==> src/design/mmt_pkg.sv <==
// ----------------------------------------------------------------------------
// Multimap table package
// Shared widths, request and status codes, and the stored entry type.
// ----------------------------------------------------------------------------
package mmt_pkg;

    localparam int CAPACITY   = 64;
    localparam int DATA_WIDTH = 32;
    localparam int IDX_W      = $clog2(CAPACITY);
    localparam int CNT_W      = $clog2(CAPACITY + 1);

    localparam logic [1:0] REQ_INSERT  = 2'd0;
    localparam logic [1:0] REQ_LOOKUP  = 2'd1;
    localparam logic [1:0] REQ_DROPONE = 2'd2;
    localparam logic [1:0] REQ_DROPKEY = 2'd3;

    localparam logic [1:0] ST_OK       = 2'd0;
    localparam logic [1:0] ST_NOTFOUND = 2'd1;
    localparam logic [1:0] ST_FULL     = 2'd2;

    typedef struct packed {
        logic                  valid;
        logic [DATA_WIDTH-1:0] key;
        logic [DATA_WIDTH-1:0] val;
    } entry_t;

    // Rotate moves every cell one place toward the head; pack closes the
    // first gap by moving only the cells at and behind it.
    typedef struct packed {
        logic rotate;
        logic pack;
    } cell_ctl_t;

endpackage

==> src/design/mmt_cell.sv <==
// ----------------------------------------------------------------------------
// Multimap table cell
// Holds one key and value pair and takes its neighbor's pair when it shifts.
// ----------------------------------------------------------------------------
module mmt_cell (
    input  logic               clk,
    input  logic               rst_n,
    input  mmt_pkg::cell_ctl_t ctl,
    input  mmt_pkg::entry_t    next_in,
    input  logic               hole_in,
    output mmt_pkg::entry_t    data,
    output logic               hole_out
);
    import mmt_pkg::*;

    logic                  valid_reg;
    logic [DATA_WIDTH-1:0] key_reg;
    logic [DATA_WIDTH-1:0] val_reg;
    logic                  shift;

    // A gap at or ahead of this cell makes it move during packing.
    assign hole_out = hole_in | ~valid_reg;
    assign shift    = ctl.rotate | (ctl.pack & hole_out);

    always_ff @(posedge clk or negedge rst_n)
    begin
        if (!rst_n)
        begin
            valid_reg <= 1'b0;
        end
        else if (shift)
        begin
            valid_reg <= next_in.valid;
        end
    end

    always_ff @(posedge clk)
    begin
        if (shift)
        begin
            key_reg <= next_in.key;
            val_reg <= next_in.val;
        end
    end

    assign data = '{valid: valid_reg, key: key_reg, val: val_reg};

endmodule

==> src/design/multimap_table_engine.sv <==
// ----------------------------------------------------------------------------
// Multimap table engine
// Key and value pairs in insertion order, held in a ring of cells.
// ----------------------------------------------------------------------------
// An insert into a full table answers in the cycle after the transfer.
// Insert makes one pass round the ring; remove-pair adds packing when found.
// Lookup and remove-key make a counting pass, the last for a missing key, then
// a second; remove-key then packs the ring. One request runs at a time.
// Results are strobed for one cycle by result_valid; the receiver cannot stall.
// Reset empties the table at once; no clearing pass is needed.
module multimap_table_engine (
    input  logic                                 clk,
    input  logic                                 rst_n,
    input  logic                                 start,
    output logic                                 busy,
    input  logic [1:0]                           req_type,
    input  logic signed [mmt_pkg::DATA_WIDTH-1:0] key,
    input  logic signed [mmt_pkg::DATA_WIDTH-1:0] value,
    output logic                                 result_valid,
    output logic signed [mmt_pkg::DATA_WIDTH-1:0] out_value,
    output logic [1:0]                           status,
    output logic                                 last,
    output logic [mmt_pkg::CNT_W-1:0]            distinct_keys,
    output logic                                 is_empty
);
    import mmt_pkg::*;

    // States of the request sequencer.
    localparam logic [1:0] S_IDLE = 2'd0;
    localparam logic [1:0] S_SCAN = 2'd1;
    localparam logic [1:0] S_WORK = 2'd2;
    localparam logic [1:0] S_PACK = 2'd3;

    localparam entry_t EMPTY = '{valid: 1'b0, key: '0, val: '0};

    logic [1:0]            state_reg, state_next;
    logic [IDX_W-1:0]      t_reg, t_next;
    logic [CNT_W-1:0]      km_reg, km_next;
    logic [CNT_W-1:0]      em_reg, em_next;
    logic                  found_reg, found_next;
    logic [CNT_W-1:0]      pc_reg, pc_next;
    logic [CNT_W-1:0]      kc_reg, kc_next;
    logic [1:0]            req_reg;
    logic [DATA_WIDTH-1:0] key_reg;
    logic [DATA_WIDTH-1:0] value_reg;

    logic                  res_v;
    logic [DATA_WIDTH-1:0] res_val;
    logic [1:0]            res_st;
    logic                  res_last;

    logic                  result_valid_reg;
    logic [DATA_WIDTH-1:0] out_value_reg;
    logic [1:0]            status_reg;
    logic                  last_reg;
    logic [CNT_W-1:0]      distinct_reg;
    logic                  empty_reg;

    cell_ctl_t             ctl;
    entry_t                feed;
    entry_t                head;
    entry_t                cell_data [CAPACITY];
    logic                  holes [CAPACITY];

    logic                  key_hit;
    logic                  pair_hit;
    logic                  drop;
    logic                  t_last;
    logic [CNT_W-1:0]      km_inc;
    logic                  accept;

    // The ring: cell 0 is the head, the last cell takes the feed.
    genvar gi;
    generate
        for (gi = 0; gi < CAPACITY; gi++)
        begin : g_cell
            entry_t nin;
            logic   hin;
            if (gi == CAPACITY - 1)
            begin : g_tail
                assign nin = feed;
            end
            else
            begin : g_body
                assign nin = cell_data[gi + 1];
            end
            if (gi == 0)
            begin : g_first
                assign hin = 1'b0;
            end
            else
            begin : g_rest
                assign hin = holes[gi - 1];
            end
            mmt_cell u_cell (
                .clk      (clk),
                .rst_n    (rst_n),
                .ctl      (ctl),
                .next_in  (nin),
                .hole_in  (hin),
                .data     (cell_data[gi]),
                .hole_out (holes[gi])
            );
        end
    endgenerate

    assign head     = cell_data[0];
    assign key_hit  = head.valid && (head.key == key_reg);
    assign pair_hit = key_hit && (head.val == value_reg);
    assign t_last   = (t_reg == IDX_W'(CAPACITY - 1));
    assign km_inc   = km_reg + CNT_W'(key_hit);
    assign busy     = (state_reg != S_IDLE);
    assign accept   = start && !busy;

    always_comb
    begin
        state_next = state_reg;
        t_next     = t_last ? '0 : t_reg + IDX_W'(1);
        km_next    = km_reg;
        em_next    = em_reg;
        found_next = found_reg;
        pc_next    = pc_reg;
        kc_next    = kc_reg;
        feed       = head;
        drop       = 1'b0;
        ctl        = '{rotate: 1'b0, pack: 1'b0};
        res_v      = 1'b0;
        res_val    = '0;
        res_st     = ST_OK;
        res_last   = 1'b0;

        case (state_reg)
            S_IDLE:
            begin
                t_next     = '0;
                km_next    = '0;
                em_next    = '0;
                found_next = 1'b0;
                if (start)
                begin
                    case (req_type)
                        REQ_INSERT:
                        begin
                            if (pc_reg == CNT_W'(CAPACITY))
                            begin
                                res_v    = 1'b1;
                                res_st   = ST_FULL;
                                res_last = 1'b1;
                            end
                            else
                            begin
                                state_next = S_WORK;
                            end
                        end
                        REQ_DROPONE:
                        begin
                            state_next = S_WORK;
                        end
                        default:
                        begin
                            state_next = S_SCAN;
                        end
                    endcase
                end
            end

            // Counting pass: learn how many values the key holds.
            S_SCAN:
            begin
                ctl.rotate = 1'b1;
                km_next    = km_inc;
                if (t_last)
                begin
                    if (km_inc == '0)
                    begin
                        res_v      = 1'b1;
                        res_st     = ST_NOTFOUND;
                        res_last   = 1'b1;
                        state_next = S_IDLE;
                    end
                    else
                    begin
                        state_next = S_WORK;
                        if (req_reg == REQ_DROPKEY)
                        begin
                            pc_next = pc_reg - km_inc;
                            kc_next = kc_reg - CNT_W'(1);
                        end
                    end
                end
            end

            S_WORK:
            begin
                ctl.rotate = 1'b1;
                case (req_reg)
                    REQ_INSERT:
                    begin
                        // The new pair lands in the first free slot.
                        km_next = km_inc;
                        if (CNT_W'(t_reg) == pc_reg)
                        begin
                            feed = '{valid: 1'b1, key: key_reg, val: value_reg};
                        end
                        if (t_last)
                        begin
                            pc_next    = pc_reg + CNT_W'(1);
                            kc_next    = kc_reg + CNT_W'(km_inc == '0);
                            res_v      = 1'b1;
                            res_last   = 1'b1;
                            state_next = S_IDLE;
                        end
                    end
                    REQ_DROPONE:
                    begin
                        drop       = pair_hit && !found_reg;
                        km_next    = km_inc;
                        found_next = found_reg | drop;
                        if (drop)
                        begin
                            feed = EMPTY;
                        end
                        if (t_last)
                        begin
                            res_v    = 1'b1;
                            res_last = 1'b1;
                            if (found_next)
                            begin
                                pc_next = pc_reg - CNT_W'(1);
                                if (km_inc == CNT_W'(1))
                                begin
                                    kc_next = kc_reg - CNT_W'(1);
                                end
                                km_next    = CNT_W'(1);
                                state_next = S_PACK;
                            end
                            else
                            begin
                                res_st     = ST_NOTFOUND;
                                state_next = S_IDLE;
                            end
                        end
                    end
                    default:
                    begin
                        // Lookup and remove-key stream each value as it passes.
                        if (key_hit)
                        begin
                            res_v    = 1'b1;
                            res_val  = head.val;
                            res_last = ((em_reg + CNT_W'(1)) == km_reg);
                            em_next  = em_reg + CNT_W'(1);
                            if (req_reg == REQ_DROPKEY)
                            begin
                                feed = EMPTY;
                            end
                        end
                        if (t_last)
                        begin
                            state_next = (req_reg == REQ_DROPKEY) ? S_PACK : S_IDLE;
                        end
                    end
                endcase
            end

            // Each cycle closes one slot of the first gap in the ring.
            S_PACK:
            begin
                ctl.pack = 1'b1;
                feed     = EMPTY;
                km_next  = km_reg - CNT_W'(1);
                if (km_reg == CNT_W'(1))
                begin
                    state_next = S_IDLE;
                end
            end

            default:
            begin
                state_next = S_IDLE;
            end
        endcase
    end

    always_ff @(posedge clk or negedge rst_n)
    begin
        if (!rst_n)
        begin
            state_reg        <= S_IDLE;
            t_reg            <= '0;
            km_reg           <= '0;
            em_reg           <= '0;
            found_reg        <= 1'b0;
            pc_reg           <= '0;
            kc_reg           <= '0;
            result_valid_reg <= 1'b0;
        end
        else
        begin
            state_reg        <= state_next;
            t_reg            <= t_next;
            km_reg           <= km_next;
            em_reg           <= em_next;
            found_reg        <= found_next;
            pc_reg           <= pc_next;
            kc_reg           <= kc_next;
            result_valid_reg <= res_v;
        end
    end

    // Request and result payload registers.
    always_ff @(posedge clk)
    begin
        if (accept)
        begin
            req_reg   <= req_type;
            key_reg   <= key;
            value_reg <= value;
        end
        if (res_v)
        begin
            out_value_reg <= res_val;
            status_reg    <= res_st;
            last_reg      <= res_last;
            distinct_reg  <= kc_next;
            empty_reg     <= (pc_next == '0);
        end
    end

    assign result_valid  = result_valid_reg;
    assign out_value     = out_value_reg;
    assign status        = status_reg;
    assign last          = last_reg;
    assign distinct_keys = distinct_reg;
    assign is_empty      = empty_reg;

endmodule
==> config.mk <==
export PLATFORM = sky130hd
export DESIGN_NAME = multimap_table_engine
export DESIGN_NICKNAME = d
export VERILOG_FILES = /design/src/design/mmt_pkg.sv /design/src/design/mmt_cell.sv /design/src/design/multimap_table_engine.sv
export SDC_FILE = /design/constraint.sdc
export NUM_CORES = 2
export LEC_CHECK = 0
export ABC_AREA = 1
export ABC_CLOCK_PERIOD_IN_PS = 8500
export BUFFER_PORTS_ARGS = -buffer_cell sky130_fd_sc_hd__buf_2
export CAP_MARGIN = 20
export CORE_MARGIN = 2
export CORE_UTILIZATION = 45
export DETAILED_ROUTE_END_ITERATION = 10
export GPL_ROUTABILITY_DRIVEN = 0
export PLACE_DENSITY_LB_ADDON = 0.25
export SLEW_MARGIN = 20
export SYNTH_ARGS = -nofsm -noshare
export SYNTH_HDL_FRONTEND = slang
export SYNTH_SLANG_ARGS = --single-unit
==> constraint.sdc <==
create_clock -name clk -period 8.5 [get_ports clk]
set_input_delay 0.85 -clock clk [delete_from_list [all_inputs] [get_ports clk]]
set_output_delay 0.85 -clock clk [all_outputs]
set_load 0.1 [all_outputs]
## Word-level counts from Yosys, hierarchy flattened

Cells that the tools add are included.
W data, S select, Z words.

- Word-level logic and storage cells: 587
- Register bits after elaboration: 4307
- Output and inout port bits: 45
- Input bits: 69

- Bitwise operators: 258
- Eq/ne operators: 23
- $add $sub $neg: 9
- Mux-type cells: 70
- Reductions and logical operators: 19

Operators with widths:

| cell | count |
|---|---|
| $mux W65 | 4 |
| $pmux W65 S2 | 2 |
| $or A1 B1 Y1 | 128 |
| $mux W7 | 17 |
| $pmux W7 S2 | 6 |
| $not A1 Y1 | 66 |
| $and A1 B1 Y1 | 64 |
| $eq A32 B32 Y1 | 2 |
| $pmux W7 S4 | 1 |
| $mux W2 | 13 |
| $sub A7 B1 Y7 const B | 3 |
| $mux W1 | 18 |
| $add A7 B1 Y7 | 2 |
| $add A7 B1 Y7 const B | 2 |
| $eq A7 B1 Y1 const B | 2 |
| $logic_not A7 Y1 | 2 |
| $ne A2 B2 Y1 const B | 7 |
| $mux W6 | 2 |
| $eq A2 B2 Y1 const B | 5 |
| $pmux W2 S2 | 2 |
| $pmux W2 S4 | 1 |
| $eq A6 B7 Y1 | 1 |
| $eq A7 B7 Y1 | 1 |
| $eq A7 B7 Y1 const B | 1 |
| other kinds (17) | 27 |

## Longest topological paths before layout

- Depth in word-level cells: 66
- Gate-level depth with buffers: 35

## Hierarchy

Synthesis repeated with hierarchy kept, for this count alone.

- Cells, all modules: 6193
- Area total of the unflattened synthesis: 138411.5 um^2

By module, submodules not included:

| module | area each (um^2) | cells an instance | instances |
|---|---|---|---|
| mmt_cell | 1993.2 | 74 | 64 |
| multimap_table_engine | 10849.2 | 1457 | 1 |

## Worst setup path after synthesis

Ideal clock, no wire load.

- Path type: reg-to-reg
- Start: register g_cell[0].u_cell.valid_reg
- End: register g_cell[51].u_cell.key_reg[0] (enable)
- Stages on the path, launching flop included: 28
- Arrival: 6.629 ns
- Clock period less this slack: 7.208 ns
- Slack: 1.292 ns
- Cells stage by stage: dfrtp_1 -> nand2_2 -> nor2_4 -> nand4_2 -> nor2_4 -> nand4_4 -> nor2_4 -> nand4_2 -> nor2_4 -> nand4_4 -> nor2_4 -> nand4_2 -> nor2_4 -> nand4_4 -> nor2_4 -> nand4_2 -> nor2_4 -> nand4_4 -> nor2_4 -> nand4_2 -> nor2_4 -> nand4_4 -> nor2_4 -> nand4_2 -> nor2_4 -> nand4_4 -> nor3_1 -> o21ai_0

- Cells in the longest elaborated chain, start to end: 54

RTL lines:

| what | line | RTL |
|---|---|---|
| start, declared | mmt_cell.sv:16 | `logic valid_reg;` |
| start signal, assigned | mmt_cell.sv:33 | `valid_reg <= next_in.valid;` |
| $not A1 Y1 | mmt_cell.sv:22 | `assign hole_out = hole_in \| ~valid_reg;` |
| $or A1 B1 Y1 (51 in a row) | mmt_cell.sv:22 |  |
| $and A1 B1 Y1 | mmt_cell.sv:23 | `assign shift = ctl.rotate \| (ctl.pack & hole_out);` |
| $or A1 B1 Y1 | mmt_cell.sv:23 |  |
| named net g_cell[51].u_cell.shift | mmt_cell.sv:19 | `logic shift;` |
| end signal, assigned | mmt_cell.sv:41 | `key_reg <= next_in.key;` |
| end, declared | mmt_cell.sv:17 | `logic [DATA_WIDTH-1:0] key_reg;` |

The timed path passes the listed nets, and every way through them passes these cells.
A chain may end at the register's enable or synchronous reset.

## Worst setup path after layout

- Start: register g_cell[0].u_cell.valid_reg
- End: register g_cell[62].u_cell.key_reg[10] (enable)

- Cells in the longest elaborated chain, start to end: 65

RTL lines:

| what | line |
|---|---|
| $not A1 Y1 | mmt_cell.sv:22 |
| $or A1 B1 Y1 (62 in a row) | mmt_cell.sv:22 |
| $and A1 B1 Y1 | mmt_cell.sv:23 |
| $or A1 B1 Y1 | mmt_cell.sv:23 |
| named net g_cell[62].u_cell.shift | mmt_cell.sv:19 |
| end signal, assigned | mmt_cell.sv:41 |
| end, declared | mmt_cell.sv:17 |

The timed path passes the listed nets, and every way through them passes these cells.

==> impl_metrics.tcl <==
set metrics [dict create \
    status "complete, no violations" \
    cts_resized 0 \
    finalSetupViolations 0 \
    crit_path_start_kind "register" \
    wl_per_cell_um 22.53 \
    cts_tree "done" \
    cts_setup_buffers 0 \
    hold-path-endpoint "value_reg[8]$_DFFE_PP_" \
    nNetsFinal 6332 \
    initial_utilization 0.4516 \
    hold_buffers 1 \
    yosys_warnings 0 \
    worst-r2r-setup-slack_ps 1750 \
    slew_viol_final 0 \
    clock_latency_ps 900 \
    first_global_vias 52360 \
    r2r_start "g_cell[0].u_cell.valid_reg$_DFFE_PN0P_" \
    area_growth_pct 13.90 \
    worst_clock_skew_ps 103.2 \
    cts_buffers 406 \
    grt_setup_unrepaired "no" \
    cp_slowest_cell "nand3_2" \
    ios 114 \
    globalRouteTotalUtil 0.1512 \
    worstHoldStart "value[8]" \
    fillers 23100 \
    critPathArrivalTime_ps 7310 \
    avgSynthCellArea_um2 23.80 \
    cts_sinks 4307 \
    timing.slew.headroom 0.2498 \
    synth_xor_xnor_area_share 0.004427 \
    clk_pin_slew_ps 60 \
    drcViolationCount 0 \
    rows 202 \
    synth_compound_area_frac 0.02194 \
    wirelength_um 237500 \
    fin_setup_tns_ps 0 \
    drtIter0Drc 6629 \
    grt_max_degree 79 \
    grt_pass1_wl_um 345400 \
    synth_fa_ha_area_frac 0.002347 \
    ant_nets 0 \
    fin_crit_sh 0.7937 \
    post_drt_via_cell_ratio 5.096 \
    period_needed_ps 6746 \
    dr.pass1.iters 8 \
    clockBufferDepth 4 \
    netlist_area_um2 136500 \
    ys_seq_area_frac 0.9438 \
    cts-root-buf "clkbuf_16" \
    core_area_um2 302300 \
    die_h_um 554.8 \
    maxCapViolations 0 \
    critPathMaxFanout 35 \
    layout_common_cells "edfxtp_1, clkbuf_16, a21oi_1" \
    final-hold-violation-count 0 \
    layout_commonest_cell "edfxtp_1" \
    drive_above_1_share 0.1365 \
    grt_overflow 0 \
    r2r-end "g_cell[62].u_cell.key_reg[10]$_DFFE_PP_" \
    numPortBuffers 113 \
    path_common_cell "nor2_4" \
    worst_pin_slew_ps 1125 \
    htree_levels 5 \
    die-area_um2 307700 \
    fmax_ghz 0.1482 \
    num_vias 53720 \
    reg2regPathDepth 34 \
    synth-seq-cells 4307 \
    antenna_found_initial 17 \
    cp_data_required_time_ps 9070 \
    dpl.hpwl_um 137400 \
    cpPeakStageDelay_ps 640 \
    synth_mux_area_frac 0.002145 \
    holdPathStages 1 \
    synthCells 5735 \
    synthSimpleGateAreaFrac 0.01756 \
    synth_cell_types 49 \
    syn_nets 5829 \
    path_class "reg2reg" \
    synth_top_family_by_area "compound AO/OA/AOI/OAI gates" \
    die_w_um 554.8 \
    cp-end-kind "register" \
    hp-class "in2reg" \
]
## cell families after synthesis
group | count (synthesis)
buffers and inverters | 278
muxes | 26
DFF | 4307
AOI/OAI and AO/OA | 540
adders and majority gates | 25
and+or+nand+nor | 490
xor gates and xnor gates | 69
## critical path: cells and delay by family, from the launching register on
| family | cells | cell delay [ps] |
|---|---|---|
| AND/OR/NAND/NOR | 33 | 5400 |
| buffers and inverters | 1 | 570 |
| flip-flops | 1 | 440 |
## per-stage QoR
step / util / instances / hold WS [ps] / cell area (um2) / setup slack, ps
floorplan: - / 5735 / 400.3 / 136500 / 1292
global placement: 0.4718 / 9806 / 400.2 / 142600 / 1874
detailed placement: 0.4719 / 9807 / 404.5 / 142600 / 1722
CTS: 0.5143 / 10540 / 46.44 / 155500 / 1711
global route: 0.5143 / 10540 / 49.27 / 155500 / 1211
finish: 0.5143 / 10540 / 118.8 / 155500 / 1754
## worst max path at each step
stage / depth (start not counted) / endpoint / slack [ps] / from
after detailed placement: 34 / g_cell[62].u_cell.val_reg[11]$_DFFE_PP_ / 1720 / g_cell[0].u_cell.valid_reg$_DFFE_PN0P_
after floorplan: 27 / g_cell[51].u_cell.key_reg[0]$_DFFE_PP_ / 1290 / g_cell[0].u_cell.valid_reg$_DFFE_PN0P_
after CTS: 34 / g_cell[62].u_cell.key_reg[10]$_DFFE_PP_ / 1710 / g_cell[0].u_cell.valid_reg$_DFFE_PN0P_
final: 34 / g_cell[62].u_cell.key_reg[10]$_DFFE_PP_ / 1750 / g_cell[0].u_cell.valid_reg$_DFFE_PN0P_
after global routing: 34 / g_cell[62].u_cell.val_reg[5]$_DFFE_PP_ / 1210 / g_cell[0].u_cell.valid_reg$_DFFE_PN0P_
after global placement: 33 / g_cell[63].u_cell.val_reg[22]$_DFFE_PP_ / 1870 / g_cell[0].u_cell.valid_reg$_DFFE_PN0P_
## layer usage
metal  global-route usage  up-vias  wire [um]
li1                     -    23660          -
met4              0.04575        4       6796
met3              0.03153      425      19970
met2               0.2343     2196     111300
met1               0.2172    27440      99380
met5                    0        -         27
## synthesized netlist by cell type (all sizes together)
library cell,number,area (um2)
edfxtp,4205,126300
nand2,229,864.6
a21oi,219,1096
inv,172,645.6
o21ai,172,860.8
nand3,107,540.5
dfrtp,102,2552
nor2,94,465.4
clkbuf,85,319.1
o22ai,84,525.5
xor2,55,481.7
mux2,26,292.8
nand4,25,317.8
ha,24,300.3
buf,18,87.58
nor3,16,85.08
a221oi,14,122.6
a31oi,14,87.58
xnor2,14,122.6
nor4,12,75.07
o211ai,11,82.58
o2111ai,8,70.07
a22oi,5,37.54
a2111oi,3,26.28
a32oi,3,26.28
clkinv,3,11.26
nand3b,2,15.01
o31ai,2,15.01
or2,2,12.51
or4,2,15.01
a211oi,1,7.510
a221o,1,10.01
a32o,1,10.01
and2,1,6.260
fa,1,20.02
o221ai,1,8.760
o32ai,1,8.760
## cell type report
| type | count | area, um2 | area share |
|---|---|---|---|
| Clock inverter | 241 | 2268 | 0.01459 |
| Clock buffer | 491 | 10550 | 0.06787 |
| Tap cell | 3978 | 4977 | 0.03201 |
| Timing Repair Buffer | 198 | 1221 | 0.007854 |
| Sequential cell | 4307 | 128800 | 0.8286 |
| Antenna cell | 3 | 7.507 | 0.00004829 |
| Multi-Input combinational cell | 1150 | 6964 | 0.04479 |
| Inverter | 175 | 659.4 | 0.004241 |
Power is left out: the tool's default activity adds up to more than one toggle a clock period on the data nets, which glitch-free logic cannot reach.
